**src/rtl/core/ntfp_pkg.sv**
```systemverilog
package ntfp_pkg;

    // Default configuration
    localparam int FRAC_BITS_DEF       = 24;
    localparam int MAX_FRAC_DIGITS_DEF = 15;
    localparam int MAX_LENGTH_DEF      = 255;

    // Character codes
    localparam logic [7:0] CH_0     = 8'h30;
    localparam logic [7:0] CH_1     = 8'h31;
    localparam logic [7:0] CH_6     = 8'h36;
    localparam logic [7:0] CH_9     = 8'h39;
    localparam logic [7:0] CH_LA    = 8'h61;
    localparam logic [7:0] CH_LF    = 8'h66;
    localparam logic [7:0] CH_UA    = 8'h41;
    localparam logic [7:0] CH_UF    = 8'h46;
    localparam logic [7:0] CH_HASH  = 8'h23;
    localparam logic [7:0] CH_PLUS  = 8'h2b;
    localparam logic [7:0] CH_MINUS = 8'h2d;
    localparam logic [7:0] CH_DOT   = 8'h2e;

    // Result status codes
    localparam logic [1:0] ST_OK         = 2'd0;
    localparam logic [1:0] ST_INCOMPLETE = 2'd1;
    localparam logic [1:0] ST_MALFORMED  = 2'd2;

    // Parser command from the sequencer
    typedef struct packed {
        logic clear;
        logic prefix;
        logic hex;
        logic feed;
    } t_pcmd;

    // Parser summary towards the sequencer
    typedef struct packed {
        logic       negative;
        logic [1:0] status;
    } t_pstat;

    typedef struct packed {
        logic       valid;
        logic [3:0] val;
    } t_digit;

    // Map a character to a digit of the current base
    function automatic t_digit digit_of(input logic [7:0] ch, input logic hex);
        t_digit d;
        d.valid = 1'b0;
        d.val   = 4'd0;
        if (ch >= CH_0 && ch <= CH_9) begin
            d.valid = 1'b1;
            d.val   = 4'(ch - CH_0);
        end else if (hex && ch >= CH_LA && ch <= CH_LF) begin
            d.valid = 1'b1;
            d.val   = 4'(ch - CH_LA + 8'd10);
        end else if (hex && ch >= CH_UA && ch <= CH_UF) begin
            d.valid = 1'b1;
            d.val   = 4'(ch - CH_UA + 8'd10);
        end
        return d;
    endfunction

endpackage

```
**src/rtl/core/ntfp_parse.sv**
```systemverilog
module ntfp_parse import ntfp_pkg::*; #(
    parameter int FRAC_BITS       = FRAC_BITS_DEF,
    parameter int MAX_FRAC_DIGITS = MAX_FRAC_DIGITS_DEF,
    parameter int MAX_LENGTH      = MAX_LENGTH_DEF,
    localparam int INT_W = 63 - FRAC_BITS,
    localparam int NUM_W = 4 * MAX_FRAC_DIGITS,
    localparam int SCL_W = NUM_W + 1
) (
    input  logic               i_clk,
    input  logic               i_rst_n,
    input  t_pcmd              i_cmd,
    input  logic [7:0]         i_ch,
    output logic [INT_W-1:0]   o_int,
    output logic [NUM_W-1:0]   o_num,
    output logic [SCL_W-1:0]   o_scale,
    output logic [7:0]         o_count,
    output t_pstat             o_stat
);

    localparam int DIG_W = $clog2(MAX_FRAC_DIGITS + 1);
    localparam logic [7:0] CNT_CAP = 8'((MAX_LENGTH < 255) ? MAX_LENGTH : 255);

    localparam logic [1:0] PH_SIGN  = 2'd0;
    localparam logic [1:0] PH_FIRST = 2'd1;
    localparam logic [1:0] PH_NUM   = 2'd2;
    localparam logic [1:0] PH_DONE  = 2'd3;

    logic [1:0]       r_phase, n_phase;
    logic             r_hex, n_hex;
    logic             r_neg, n_neg;
    logic             r_dot, n_dot;
    logic             r_bad, n_bad;
    logic [INT_W-1:0] r_int, n_int;
    logic [NUM_W-1:0] r_num, n_num;
    logic [SCL_W-1:0] r_scl, n_scl;
    logic [DIG_W-1:0] r_fd, n_fd;
    logic [7:0]       r_cnt, n_cnt;

    logic [1:0]       eff_phase;
    t_digit           dig;
    logic [7:0]       cnt_inc;

    assign eff_phase = (r_phase == PH_SIGN) ? PH_FIRST : r_phase;
    assign dig       = digit_of(i_ch, r_hex);
    assign cnt_inc   = (r_cnt < CNT_CAP) ? r_cnt + 8'd1 : r_cnt;

    // Clear the parse, apply a prefix, or step it by one character
    always_comb begin
        n_phase = r_phase;
        n_hex   = r_hex;
        n_neg   = r_neg;
        n_dot   = r_dot;
        n_bad   = r_bad;
        n_int   = r_int;
        n_num   = r_num;
        n_scl   = r_scl;
        n_fd    = r_fd;
        n_cnt   = r_cnt;
        if (i_cmd.clear) begin
            n_phase = PH_SIGN;
            n_hex   = 1'b0;
            n_neg   = 1'b0;
            n_dot   = 1'b0;
            n_bad   = 1'b0;
            n_int   = '0;
            n_num   = '0;
            n_scl   = SCL_W'(1);
            n_fd    = '0;
            n_cnt   = 8'd0;
        end else if (i_cmd.prefix) begin
            n_hex = i_cmd.hex;
            n_cnt = 8'd3;
        end else if (i_cmd.feed && r_phase != PH_DONE) begin
            if (r_phase == PH_SIGN && (i_ch == CH_MINUS || i_ch == CH_PLUS)) begin
                n_neg   = (i_ch == CH_MINUS);
                n_cnt   = cnt_inc;
                n_phase = PH_FIRST;
            end else begin
                n_phase = eff_phase;
                if (dig.valid) begin
                    if (r_dot) begin
                        if (r_fd < DIG_W'(MAX_FRAC_DIGITS)) begin
                            if (r_hex) begin
                                n_num = (r_num << 4) + NUM_W'(dig.val);
                                n_scl = r_scl << 4;
                            end else begin
                                n_num = (r_num << 3) + (r_num << 1) + NUM_W'(dig.val);
                                n_scl = (r_scl << 3) + (r_scl << 1);
                            end
                            n_fd = r_fd + DIG_W'(1);
                        end
                    end else if (r_hex) begin
                        n_int = (r_int << 4) + INT_W'(dig.val);
                    end else begin
                        n_int = (r_int << 3) + (r_int << 1) + INT_W'(dig.val);
                    end
                    n_cnt   = cnt_inc;
                    n_phase = PH_NUM;
                end else if (i_ch == CH_DOT) begin
                    if (eff_phase == PH_FIRST || r_dot) begin
                        n_bad   = 1'b1;
                        n_phase = PH_DONE;
                    end else begin
                        n_dot = 1'b1;
                        n_cnt = cnt_inc;
                    end
                end else begin
                    if (eff_phase == PH_FIRST) begin
                        n_bad = 1'b1;
                    end
                    n_phase = PH_DONE;
                end
            end
        end
    end

    // Hold control state and accumulators
    always_ff @(posedge i_clk) begin
        if (!i_rst_n) begin
            r_phase <= PH_SIGN;
            r_hex   <= 1'b0;
            r_neg   <= 1'b0;
            r_dot   <= 1'b0;
            r_bad   <= 1'b0;
            r_fd    <= '0;
            r_cnt   <= 8'd0;
            r_int   <= '0;
            r_num   <= '0;
            r_scl   <= SCL_W'(1);
        end else begin
            r_phase <= n_phase;
            r_hex   <= n_hex;
            r_neg   <= n_neg;
            r_dot   <= n_dot;
            r_bad   <= n_bad;
            r_fd    <= n_fd;
            r_cnt   <= n_cnt;
            r_int   <= n_int;
            r_num   <= n_num;
            r_scl   <= n_scl;
        end
    end

    assign o_int   = r_int;
    assign o_num   = r_num;
    assign o_scale = r_scl;
    assign o_count = r_cnt;
    assign o_stat.negative = r_neg;
    assign o_stat.status   = (r_phase == PH_SIGN || r_phase == PH_FIRST) ? ST_INCOMPLETE :
                             r_bad ? ST_MALFORMED : ST_OK;

endmodule

```
**src/rtl/core/ntfp_div.sv**
```systemverilog
module ntfp_div import ntfp_pkg::*; #(
    parameter int FRAC_BITS       = FRAC_BITS_DEF,
    parameter int MAX_FRAC_DIGITS = MAX_FRAC_DIGITS_DEF,
    localparam int NUM_W = 4 * MAX_FRAC_DIGITS,
    localparam int SCL_W = NUM_W + 1
) (
    input  logic                 i_clk,
    input  logic                 i_rst_n,
    input  logic                 i_start,
    input  logic [NUM_W-1:0]     i_num,
    input  logic [SCL_W-1:0]     i_scale,
    output logic                 o_busy,
    output logic [FRAC_BITS-1:0] o_quot
);

    localparam int CNT_W = $clog2(FRAC_BITS + 1);

    logic                 r_busy;
    logic [CNT_W-1:0]     r_cnt;
    logic [SCL_W-1:0]     r_rem;
    logic [SCL_W-1:0]     r_den;
    logic [FRAC_BITS-1:0] r_quot;

    logic [SCL_W:0]       trial;
    logic                 fits;

    // Shared shift, compare and subtract step
    assign trial = {r_rem, 1'b0};
    assign fits  = (trial >= {1'b0, r_den});

    // Control: one quotient bit per cycle
    always_ff @(posedge i_clk) begin
        if (!i_rst_n) begin
            r_busy <= 1'b0;
            r_cnt  <= '0;
        end else if (i_start) begin
            r_busy <= 1'b1;
            r_cnt  <= CNT_W'(FRAC_BITS);
        end else if (r_busy) begin
            r_cnt  <= r_cnt - CNT_W'(1);
            r_busy <= (r_cnt != CNT_W'(1));
        end
    end

    // Datapath: restoring division
    always_ff @(posedge i_clk) begin
        if (i_start) begin
            r_rem  <= SCL_W'(i_num);
            r_den  <= i_scale;
            r_quot <= '0;
        end else if (r_busy) begin
            r_rem  <= fits ? SCL_W'(trial - {1'b0, r_den}) : SCL_W'(trial);
            r_quot <= (r_quot << 1) | FRAC_BITS'(fits);
        end
    end

    assign o_busy = r_busy;
    assign o_quot = r_quot;

endmodule

```
**src/rtl/core/numeric_text_to_fixed_point.sv**
```systemverilog
// Parses a numeric string, one character per beat with i_last on the final one, into a
// 64-bit two's complement value with FRAC_BITS fraction bits. An optional "16#" or "10#"
// prefix (only in strings longer than three characters), a sign, digits and at most one
// dot are taken; the first other character ends the number. o_status is 0 ok, 1 nothing
// after prefix or sign, 2 malformed; o_value and o_consumed are zero unless ok.
// Timing: the first three characters are buffered at one per cycle; the fourth (or the
// last of a shorter string) stalls the input while the buffer replays through the parser,
// one character a cycle (only the fourth when a prefix is found). Later characters go in
// one per cycle. After the last character, input stalls while the shared restoring
// divider forms the fraction one bit per cycle, and while the output register has not
// yet drained.
module numeric_text_to_fixed_point import ntfp_pkg::*; #(
    parameter int FRAC_BITS       = FRAC_BITS_DEF,
    parameter int MAX_FRAC_DIGITS = MAX_FRAC_DIGITS_DEF,
    parameter int MAX_LENGTH      = MAX_LENGTH_DEF
) (
    input  logic        i_clk,
    input  logic        i_rst_n,
    input  logic        i_in_valid,
    output logic        o_in_stall,
    input  logic [7:0]  i_ch,
    input  logic        i_last,
    output logic        o_out_valid,
    input  logic        i_out_stall,
    output logic [63:0] o_value,
    output logic [1:0]  o_status,
    output logic [7:0]  o_consumed
);

    localparam int INT_W = 63 - FRAC_BITS;
    localparam int NUM_W = 4 * MAX_FRAC_DIGITS;
    localparam int SCL_W = NUM_W + 1;

    localparam logic [2:0] S_HEAD   = 3'd0;
    localparam logic [2:0] S_REPLAY = 3'd1;
    localparam logic [2:0] S_RUN    = 3'd2;
    localparam logic [2:0] S_CAPT   = 3'd3;
    localparam logic [2:0] S_DIV    = 3'd4;

    logic [2:0]       r_state, n_state;
    logic [1:0]       r_head_n, n_head_n;
    logic [1:0]       r_rp, n_rp;
    logic [1:0]       r_rend, n_rend;
    logic             r_last, n_last;
    logic [7:0]       r_q [4];
    logic             q_wr;
    logic [1:0]       q_wa;

    logic             in_acc;
    logic             is_prefix;
    t_pcmd            pcmd;
    logic [7:0]       feed_ch;

    logic [INT_W-1:0] p_int;
    logic [NUM_W-1:0] p_num;
    logic [SCL_W-1:0] p_scale;
    logic [7:0]       p_count;
    t_pstat           p_stat;

    logic             div_start;
    logic             div_busy;
    logic [FRAC_BITS-1:0] div_quot;

    logic [INT_W-1:0] r_int;
    logic [7:0]       r_count;
    t_pstat           r_stat;

    logic             out_load;
    logic             r_out_valid;
    logic [63:0]      r_value;
    logic [1:0]       r_status;
    logic [7:0]       r_consumed;
    logic [63:0]      mag;

    assign o_in_stall = !(r_state == S_HEAD || r_state == S_RUN);
    assign in_acc     = i_in_valid && !o_in_stall;
    assign is_prefix  = (r_q[2] == CH_HASH) && (r_q[0] == CH_1) &&
                        (r_q[1] == CH_6 || r_q[1] == CH_0);
    assign out_load   = (r_state == S_DIV) && !div_busy &&
                        (!r_out_valid || !i_out_stall);
    assign div_start  = (r_state == S_CAPT);

    // Sequence head buffering, replay, feeding and division
    always_comb begin
        n_state  = r_state;
        n_head_n = r_head_n;
        n_rp     = r_rp;
        n_rend   = r_rend;
        n_last   = r_last;
        q_wr     = 1'b0;
        q_wa     = r_head_n;
        pcmd     = '0;
        feed_ch  = i_ch;
        case (r_state)
            S_HEAD: begin
                if (in_acc) begin
                    q_wr = 1'b1;
                    if (r_head_n == 2'd3 || i_last) begin
                        n_rend  = r_head_n;
                        n_last  = i_last;
                        n_state = S_REPLAY;
                        if (r_head_n == 2'd3 && is_prefix) begin
                            pcmd.prefix = 1'b1;
                            pcmd.hex    = (r_q[1] == CH_6);
                            n_rp        = 2'd3;
                        end else begin
                            n_rp = 2'd0;
                        end
                    end else begin
                        n_head_n = r_head_n + 2'd1;
                    end
                end
            end
            S_REPLAY: begin
                pcmd.feed = 1'b1;
                feed_ch   = r_q[r_rp];
                if (r_rp == r_rend) begin
                    n_state = r_last ? S_CAPT : S_RUN;
                end else begin
                    n_rp = r_rp + 2'd1;
                end
            end
            S_RUN: begin
                if (in_acc) begin
                    pcmd.feed = 1'b1;
                    if (i_last) begin
                        n_state = S_CAPT;
                    end
                end
            end
            S_CAPT: begin
                pcmd.clear = 1'b1;
                n_head_n   = 2'd0;
                n_state    = S_DIV;
            end
            S_DIV: begin
                if (out_load) begin
                    n_state = S_HEAD;
                end
            end
            default: begin
                n_state = S_HEAD;
            end
        endcase
    end

    // Advance the sequencer
    always_ff @(posedge i_clk) begin
        if (!i_rst_n) begin
            r_state  <= S_HEAD;
            r_head_n <= 2'd0;
            r_rp     <= 2'd0;
            r_rend   <= 2'd0;
            r_last   <= 1'b0;
        end else begin
            r_state  <= n_state;
            r_head_n <= n_head_n;
            r_rp     <= n_rp;
            r_rend   <= n_rend;
            r_last   <= n_last;
        end
    end

    // Hold buffered head characters
    always_ff @(posedge i_clk) begin
        if (q_wr) begin
            r_q[q_wa] <= i_ch;
        end
    end

    ntfp_parse #(
        .FRAC_BITS       (FRAC_BITS),
        .MAX_FRAC_DIGITS (MAX_FRAC_DIGITS),
        .MAX_LENGTH      (MAX_LENGTH)
    ) u_parse (
        .i_clk   (i_clk),
        .i_rst_n (i_rst_n),
        .i_cmd   (pcmd),
        .i_ch    (feed_ch),
        .o_int   (p_int),
        .o_num   (p_num),
        .o_scale (p_scale),
        .o_count (p_count),
        .o_stat  (p_stat)
    );

    ntfp_div #(
        .FRAC_BITS       (FRAC_BITS),
        .MAX_FRAC_DIGITS (MAX_FRAC_DIGITS)
    ) u_div (
        .i_clk   (i_clk),
        .i_rst_n (i_rst_n),
        .i_start (div_start),
        .i_num   (p_num),
        .i_scale (p_scale),
        .o_busy  (div_busy),
        .o_quot  (div_quot)
    );

    // Capture the parse summary while the divider runs
    always_ff @(posedge i_clk) begin
        if (div_start) begin
            r_int   <= p_int;
            r_count <= p_count;
            r_stat  <= p_stat;
        end
    end

    // Pack integer and fraction; bit 63 stays clear
    assign mag = {1'b0, r_int, div_quot};

    // Output register
    always_ff @(posedge i_clk) begin
        if (!i_rst_n) begin
            r_out_valid <= 1'b0;
        end else if (out_load) begin
            r_out_valid <= 1'b1;
        end else if (!i_out_stall) begin
            r_out_valid <= 1'b0;
        end
    end

    always_ff @(posedge i_clk) begin
        if (out_load) begin
            r_status <= r_stat.status;
            if (r_stat.status == ST_OK) begin
                r_value    <= r_stat.negative ? 64'd0 - mag : mag;
                r_consumed <= r_count;
            end else begin
                r_value    <= 64'd0;
                r_consumed <= 8'd0;
            end
        end
    end

    assign o_out_valid = r_out_valid;
    assign o_value     = r_value;
    assign o_status    = r_status;
    assign o_consumed  = r_consumed;

endmodule

```
**config.mk**
```make
export PLATFORM = sky130hd
export DESIGN_NAME = numeric_text_to_fixed_point
export DESIGN_NICKNAME = d
export VERILOG_FILES = /design/src/rtl/core/ntfp_pkg.sv /design/src/rtl/core/ntfp_parse.sv /design/src/rtl/core/ntfp_div.sv /design/src/rtl/core/numeric_text_to_fixed_point.sv
export SDC_FILE = /design/constraint.sdc
export NUM_CORES = 2
export LEC_CHECK = 0
export BUFFER_PORTS_ARGS = -buffer_cell sky130_fd_sc_hd__buf_4
export CAP_MARGIN = 10
export CORE_UTILIZATION = 30
export CTS_CLUSTER_SIZE = 20
export DETAILED_ROUTE_END_ITERATION = 6
export GPL_TIMING_DRIVEN = 0
export PLACE_DENSITY = 0.54
export SLEW_MARGIN = 15
export SYNTH_ARGS = -nofsm -noshare
export SYNTH_HDL_FRONTEND = slang
export SYNTH_HIERARCHICAL = 1
export SYNTH_SLANG_ARGS = --single-unit
```
**constraint.sdc**
```tcl
create_clock -name i_clk -period 6.9 [get_ports i_clk]
set_input_delay 0.345 -clock i_clk [delete_from_list [all_inputs] [get_ports i_clk]]
set_output_delay 0.345 -clock i_clk [all_outputs]
set_load 0.01 [all_outputs]
```
======== Word level (Yosys, flattened, before mapping) ========
Memories as Yosys holds them, arrays and structs flattened. A register that Yosys moved wholly into a read port is not among the register bits.
Index checks and enable logic that the tools add are counted.
word-level totals
  word-level logic and storage cells ...... 208
  input bits .............................. 13
  memories ................................ 1
  bits in registers ....................... 465
  bits in writable memories ............... 32
operators by class
  add/subtract/negate cells ............... 19
  multiplexer cells ....................... 61
  order comparisons ....................... 9
  equal/unequal tests ..................... 29
  reductions and logical operators ........ 50
  bitwise operators ....................... 7
memories
  name  depth  width  rd ports  clocked after Yosys merged registers in  wr ports  RTL line                           RTL
  r_q   4      8      4         1                                        1         numeric_text_to_fixed_point.sv:45  logic [7:0] r_q [4];
operator list
  kind                   number
  $mux 60                3
  $mux 61                2
  $add 60x4->60          2
  $add 39x4->39          2
  $sub 1x63->64 const A  1
  $mux 63                1
  $ge 62x61->1           1
  $add 61x61->61         1
  $sub 61x61->61         1
  $add 60x60->60         1
  $eq 8x6->1 const B     7
  $mux 8                 6
  $mux 2                 20
  $add 39x39->39         1
  $mux 39                1
  $mux 5                 5
  $or 24x1->24           1
  $reduce_and 6->1       4
  $mux 3                 6
  $ne 2x2->1 const B     9
  $ge 8x7->1 const B     2
  $le 8x7->1 const B     2
  $pmux 3 s5             1
  $reduce_and 3->1       5
  other kinds (37)       90

======== Longest topological paths before layout ========
  word-level depth ........................ 12
  depth in mapped cells ................... 27
  mapped depth without buffers ............ 24

======== Hierarchy ========
Netlist, hierarchy kept.
by module, submodules not included
  module                       sequential area each (µm²)  times used  area each (µm²)  cells each
  ntfp_parse                   3563.4                      1           17296.6          2280
  ntfp_div                     4254.1                      1           9970.8           1048
  numeric_text_to_fixed_point  4944.7                      1           7970.1           632

======== Worst setup path after synthesis ========
OpenSTA, ideal clock, no wires.
  path kind ............................... flip-flop to flip-flop
  start point ............................. reg r_state[1]
  end point ............................... reg u_div.r_rem[0] (enable)
  cell stages (with the launch flop) ...... 8
  clock period less this slack ............ 7.588 ns
  setup slack ............................. -0.688 ns
  required time ........................... 6.508 ns
  setup time .............................. 0.392 ns
  buffers on the path ..................... 4
  arrival ................................. 7.196 ns
  cell sequence ........................... dfxtp_1 -> clkbuf_1 -> nand2_1 -> nor2_1 -> clkbuf_1 -> clkbuf_1 -> clkbuf_1 -> or2_2
on the way
  word-level cells in the longest chain between the ends .. 2
ends and longest elaborated chain
  item                                RTL line                            RTL
  start: declaration                  numeric_text_to_fixed_point.sv:40   logic [2:0] r_state, n_state;
  start signal: assignment            numeric_text_to_fixed_point.sv:156  r_state <= n_state;
  $eq 3x2->1                          numeric_text_to_fixed_point.sv:81   assign div_start = (r_state == S_CAPT);
  via div_start                       numeric_text_to_fixed_point.sv:60   logic div_start;
  $reduce_bool 2->1 (no source line)  n/a
  end signal: assignment              ntfp_div.sv:48                      r_rem <= SCL_W'(i_num);
  end signal: assignment              ntfp_div.sv:52                      r_rem <= fits ? SCL_W'(trial - {1'b0, r_den}) : SCL_W'(trial);
  end: declaration                    ntfp_div.sv:20                      logic [SCL_W-1:0] r_rem;
The timed path passes the listed nets, and every way through them passes these cells.
A chain may end at the register's enable or synchronous reset.

======== Final worst setup path ========
  start point ............................. reg r_state[1]
  end point ............................... reg u_parse.r_num[52] (netlist: u_parse/o_num[52])
on the way
  word-level cells in the longest chain between the ends .. 10
  elaborated cells between the ends (all ways) .. 43
  those cells by class .................... 7 x add/sub; 6 x order compare; 5 x eq/ne; 10 x mux; 2 x bitwise; 13 x reduce/logical
ends and longest elaborated chain
  item                                                                   RTL line                           RTL
  $eq 3x1->1 *                                                           numeric_text_to_fixed_point.sv:94  case (r_state)
  $mux 8 *                                                               numeric_text_to_fixed_point.sv:94
  via feed_ch[0]                                                         numeric_text_to_fixed_point.sv:52  logic [7:0] feed_ch;
  parallel branches: the longest is 8 deep, another holds $add 60x4->60  n/a
  end signal: assignment                                                 ntfp_parse.sv:139                  r_num <= n_num;
  end: declaration                                                       ntfp_parse.sv:34                   logic [NUM_W-1:0] r_num, n_num;
Mark *: on every way through the listed nets, which the timed path passes.

==> results by group <==
Run status
  • Status: complete, no violations

Pwr
  • Pwr dens: 175.8 mW/mm2
  • P_leak: 16.34 nW
  • Peak VDD IR: 0.2062 mV
  • Total Power: 7.047 mW

Clock network
  • CTS root buf: clkbuf_16
  • CTS tree: done
  • CTS buffer count: 55
  • Clock Sinks: 499
  • Clk buf depth: 3
  • Clock-pin slew on the worst setup and hold paths: about 0.060 ns
  • Clk_lat worst skew: 0.66 ns
  • H-tree depth: 2

Floorplanning
  • Die W: 344.7 um
  • Die area: 0.1188 mm2
  • Die Height: 344.7 um
  • Initial core utilization: 30.28%
  • CORE AREA: 0.1164 mm2
  • Num rows: about 130
  • I/O pin count: 89

Placed design
  • IO buf count: between 80 and 90
  • Placed Cells: between 5000 and 6000
  • HPWL after detailed placement: 93.09 mm
  • Final Wtd Congestion: approximately 0.9

Layout
  • Area Growth Syn to Fin: 13.79%
  • Cell Count, Final, Fillers Out: 5696
  • Fin nets: 4461
  • Fillers: 12120
  • Share of cells above drive strength 1: 7.888%

Routing
  • Number of DRC markers in iteration 0: 2632
  • Detail Route Antenna Nets: 0
  • WL/cell: 21.16 um
  • DR vias: 31280
  • Post-route DRC: 0
  • Total routed wirelength: 120.5 mm
  • Detailed Routing Iterations Pass 1: 6
  • Vias per cell: 5.492

Timing
  • Max Slew Vio Count: 0
  • WHS: ~0.080 ns
  • Fin crit period: between 6 and 7 ns
  • Worst slew pin tran: 1.320 ns
  • Setup violators final: 0
  • RSZ-0062 raised after global routing: no
  • Final hold vios: 0
  • Clock skew: 0.07266 ns
  • Tcrit/Tclk final: 94.85%
  • Slew HR: 12.01%
  • Peak Freq: roughly 0.15 GHz

GRT
  • Total global routing overflow: 0
  • Vias in the first global route: around 30000
  • First-pass GRT wire length: 182.0 mm
  • Initial antenna violation count: 0
  • Tot GR Track Use: 19.78%
  • Largest net degree at the start of global routing: 33

Critical path
  • Crit path max fanout: 10
  • Worst Path Required: 7.41 ns
  • WS Path Type: reg -> reg
  • CP Launch Type: register
  • Worst EP arrival: roughly 7 ns
  • CP endpoint kind: register
  • FF-to-FF path depth: 27

Worst hold path
  • Worst hold path class: in -> reg
  • Depth of the worst hold-timing path: 2

Synthesis
  • Register area share after synthesis: 36.22%
  • Yosys reg bits: ~500
  • Top_reg_cell synth: edfxtp_1
  • Synthesized area per cell: 8.898 um2
  • Ys Warns: 6
  • Post-Syn Instances: 3960
  • Netlist cell types: between 100 and 150
  • Mapped Area: 0.03524 mm2
  • Fraction of registers with async set/reset: 0%
  • Syn_nets: 4297
  • Post-synth EDFFs: about 280

Job
  • Max_cap viols: 0
[placed cells by master (no fill, tap or decap), drive strengths merged, types with 19 or more instances in the layout]
cell and count:
edfxtp 277, nor2b 32, xnor2 118, a21oi 366, o41ai 22, or2 20
a211oi 65, nand2 349, nand4 63, nor3 105, o21bai 31, inv 141
o21ai 260, ha 318, or4 23, a31oi 50, dfxtp 222, and2 29
o211a 19, nor4 20, nand2b 25, buf 133, mux2i 56, nand3 83
o211ai 73, and3 44, mux2 33, or3 53, a21o 136, clkbuf 259
xor2 128, o21a 45, o31ai 33, nor2 334
[critical path: stages, from the launching register on]
cell,delay (ns)
dfxtp_1,0.30
clkbuf_1,0.23
nor2_4,0.23
and2_1,0.18
clkbuf_4,0.24
mux2_2,0.42
inv_1,0.15
ha_1,0.19
nand2b_1,0.06
o21ai_0,0.20
nor3_2,0.07
buf_4,0.16
a21o_1,0.17
a22o_1,0.28
ha_1,0.29
ha_1,0.25
fa_1,0.46
a211oi_2,0.31
o211ai_1,0.18
a21oi_2,0.29
or4_1,0.23
a2111oi_4,0.11
o31a_1,0.31
a221o_1,0.43
a21bo_2,0.24
a21oi_1,0.17
xor2_1,0.19
a21oi_1,0.08
[cells by family (layout without fill, tap and decap cells)]
| group | count (synthesis) | count (layout) | synth area share, % |
|---|---|---|---|
| compound gates | 1213 | 1213 | 22.22 |
| xor+xnor | 246 | 246 | 6.114 |
| fa+ha+maj | 324 | 324 | 11.63 |
| buf+inv | 358 | 569 | 3.970 |
| flops | 499 | 499 | 36.22 |
| mux | 97 | 97 | 3.157 |
| other cells | 0 | 1 | 0 |
| simple gates | 1223 | 1223 | 16.69 |
[layer usage]
| metal | track usage (%) | part of all wire [%] | wire length [um] |
|---|---|---|---|
| met5 | 0 | 0 | 0 |
| met3 | 2.853 | 6.7 | 8049 |
| met1 | 27.95 | 46 | 55980 |
| met4 | 5.167 | 2.5 | 3013 |
| met2 | 31.39 | 44 | 53480 |
[state kept, by name (all words and copies together), names as in the netlist, 3 cells and up, named ones only]
signal and count:
r_q 32, u_parse/o_num 60, r_int 39, r_stat 3, u_div/o_quot 24, r_count 8, o_value 64, u_parse/o_int 39
u_div/r_cnt 5, u_parse/r_fd 4, u_parse/o_count 8, r_state 3, u_div/r_rem 61, u_div/r_den 61, o_consumed 8, u_parse/o_scale 61
[final cells by class]
class	instances	area [um2]	area share, %
clock inverter	34	341.6	0.8518
tap	1524	1907	4.755
antenna	1	2.502	0.006241
inverter	133	499.2	1.245
timing repair buffer	109	977.2	2.437
sequential	499	12760	31.83
multi-input combinational	3103	21170	52.78
buffer	223	897.1	2.237
clock buffer	70	1546	3.857
[cells in the mapped netlist (all sizes together) (105+ instances only)]
cell type	count	share of area [%]
a21oi	366	5.2
nand2	349	3.7
nor2	334	3.6
ha	318	11
edfxtp	277	24
o21ai	260	3.7
dfxtp	222	13
clkbuf	190	2.0
a21o	136	2.9
inv	133	1.4
xor2	128	3.2
xnor2	118	2.9
nor3	105	1.5
[worst paths after layout]
kind	startpoint	end	slack (ns)
worst min-delay path	i_rst_n	u_div/r_cnt[3]$_SDFFE_PN0P_	0.08
worst max register to register	r_state[1]$_SDFFE_PN0P_	u_parse/o_num[52]$_SDFFE_PP0P_	0.36
worst max-delay path	r_state[1]$_SDFFE_PN0P_	u_parse/o_num[52]$_SDFFE_PP0P_	0.36
worst min register to register	u_parse/r_bad$_SDFFE_PP0P_	u_parse/r_bad$_SDFFE_PP0P_	0.47
[through the flow]
step	TNS (ns)	setup WS, ns	utilization (%)	cell area, um2
final	0	0.3556	34.46	40100
after global routing	0	0.004928	34.46	40100
after CTS	0	0.01212	34.41	40040
after detailed placement	-3.688	-0.5937	32.68	38030
after global placement	-162.75	-1.656	32.49	37810
after floorplan	0	1.100	-	35240
[where the power goes]
group / internal, mW / switching (mW) / total [mW]
clock: 1.75 / 1.34 / 3.09
combinational: 0.280 / 0.454 / 0.734
sequential: 3.18 / 0.0395 / 3.22
total: 5.22 / 1.83 / 7.05
[repair_timing]
| item | 4_1_cts | 5_1_grt |
|---|---|---|
| buffers inserted | 0 | 2 |
| endpoints found under the hold margin | 34 | 0 |
| hold buffers | 10 | 0 |
| gates resized for setup | 6 | 9 |
| endpoints found under the setup margin | 22 | 27 |
| pin swaps | 0 | 2 |
No activity file was read; power rests on OpenSTA's default activity.
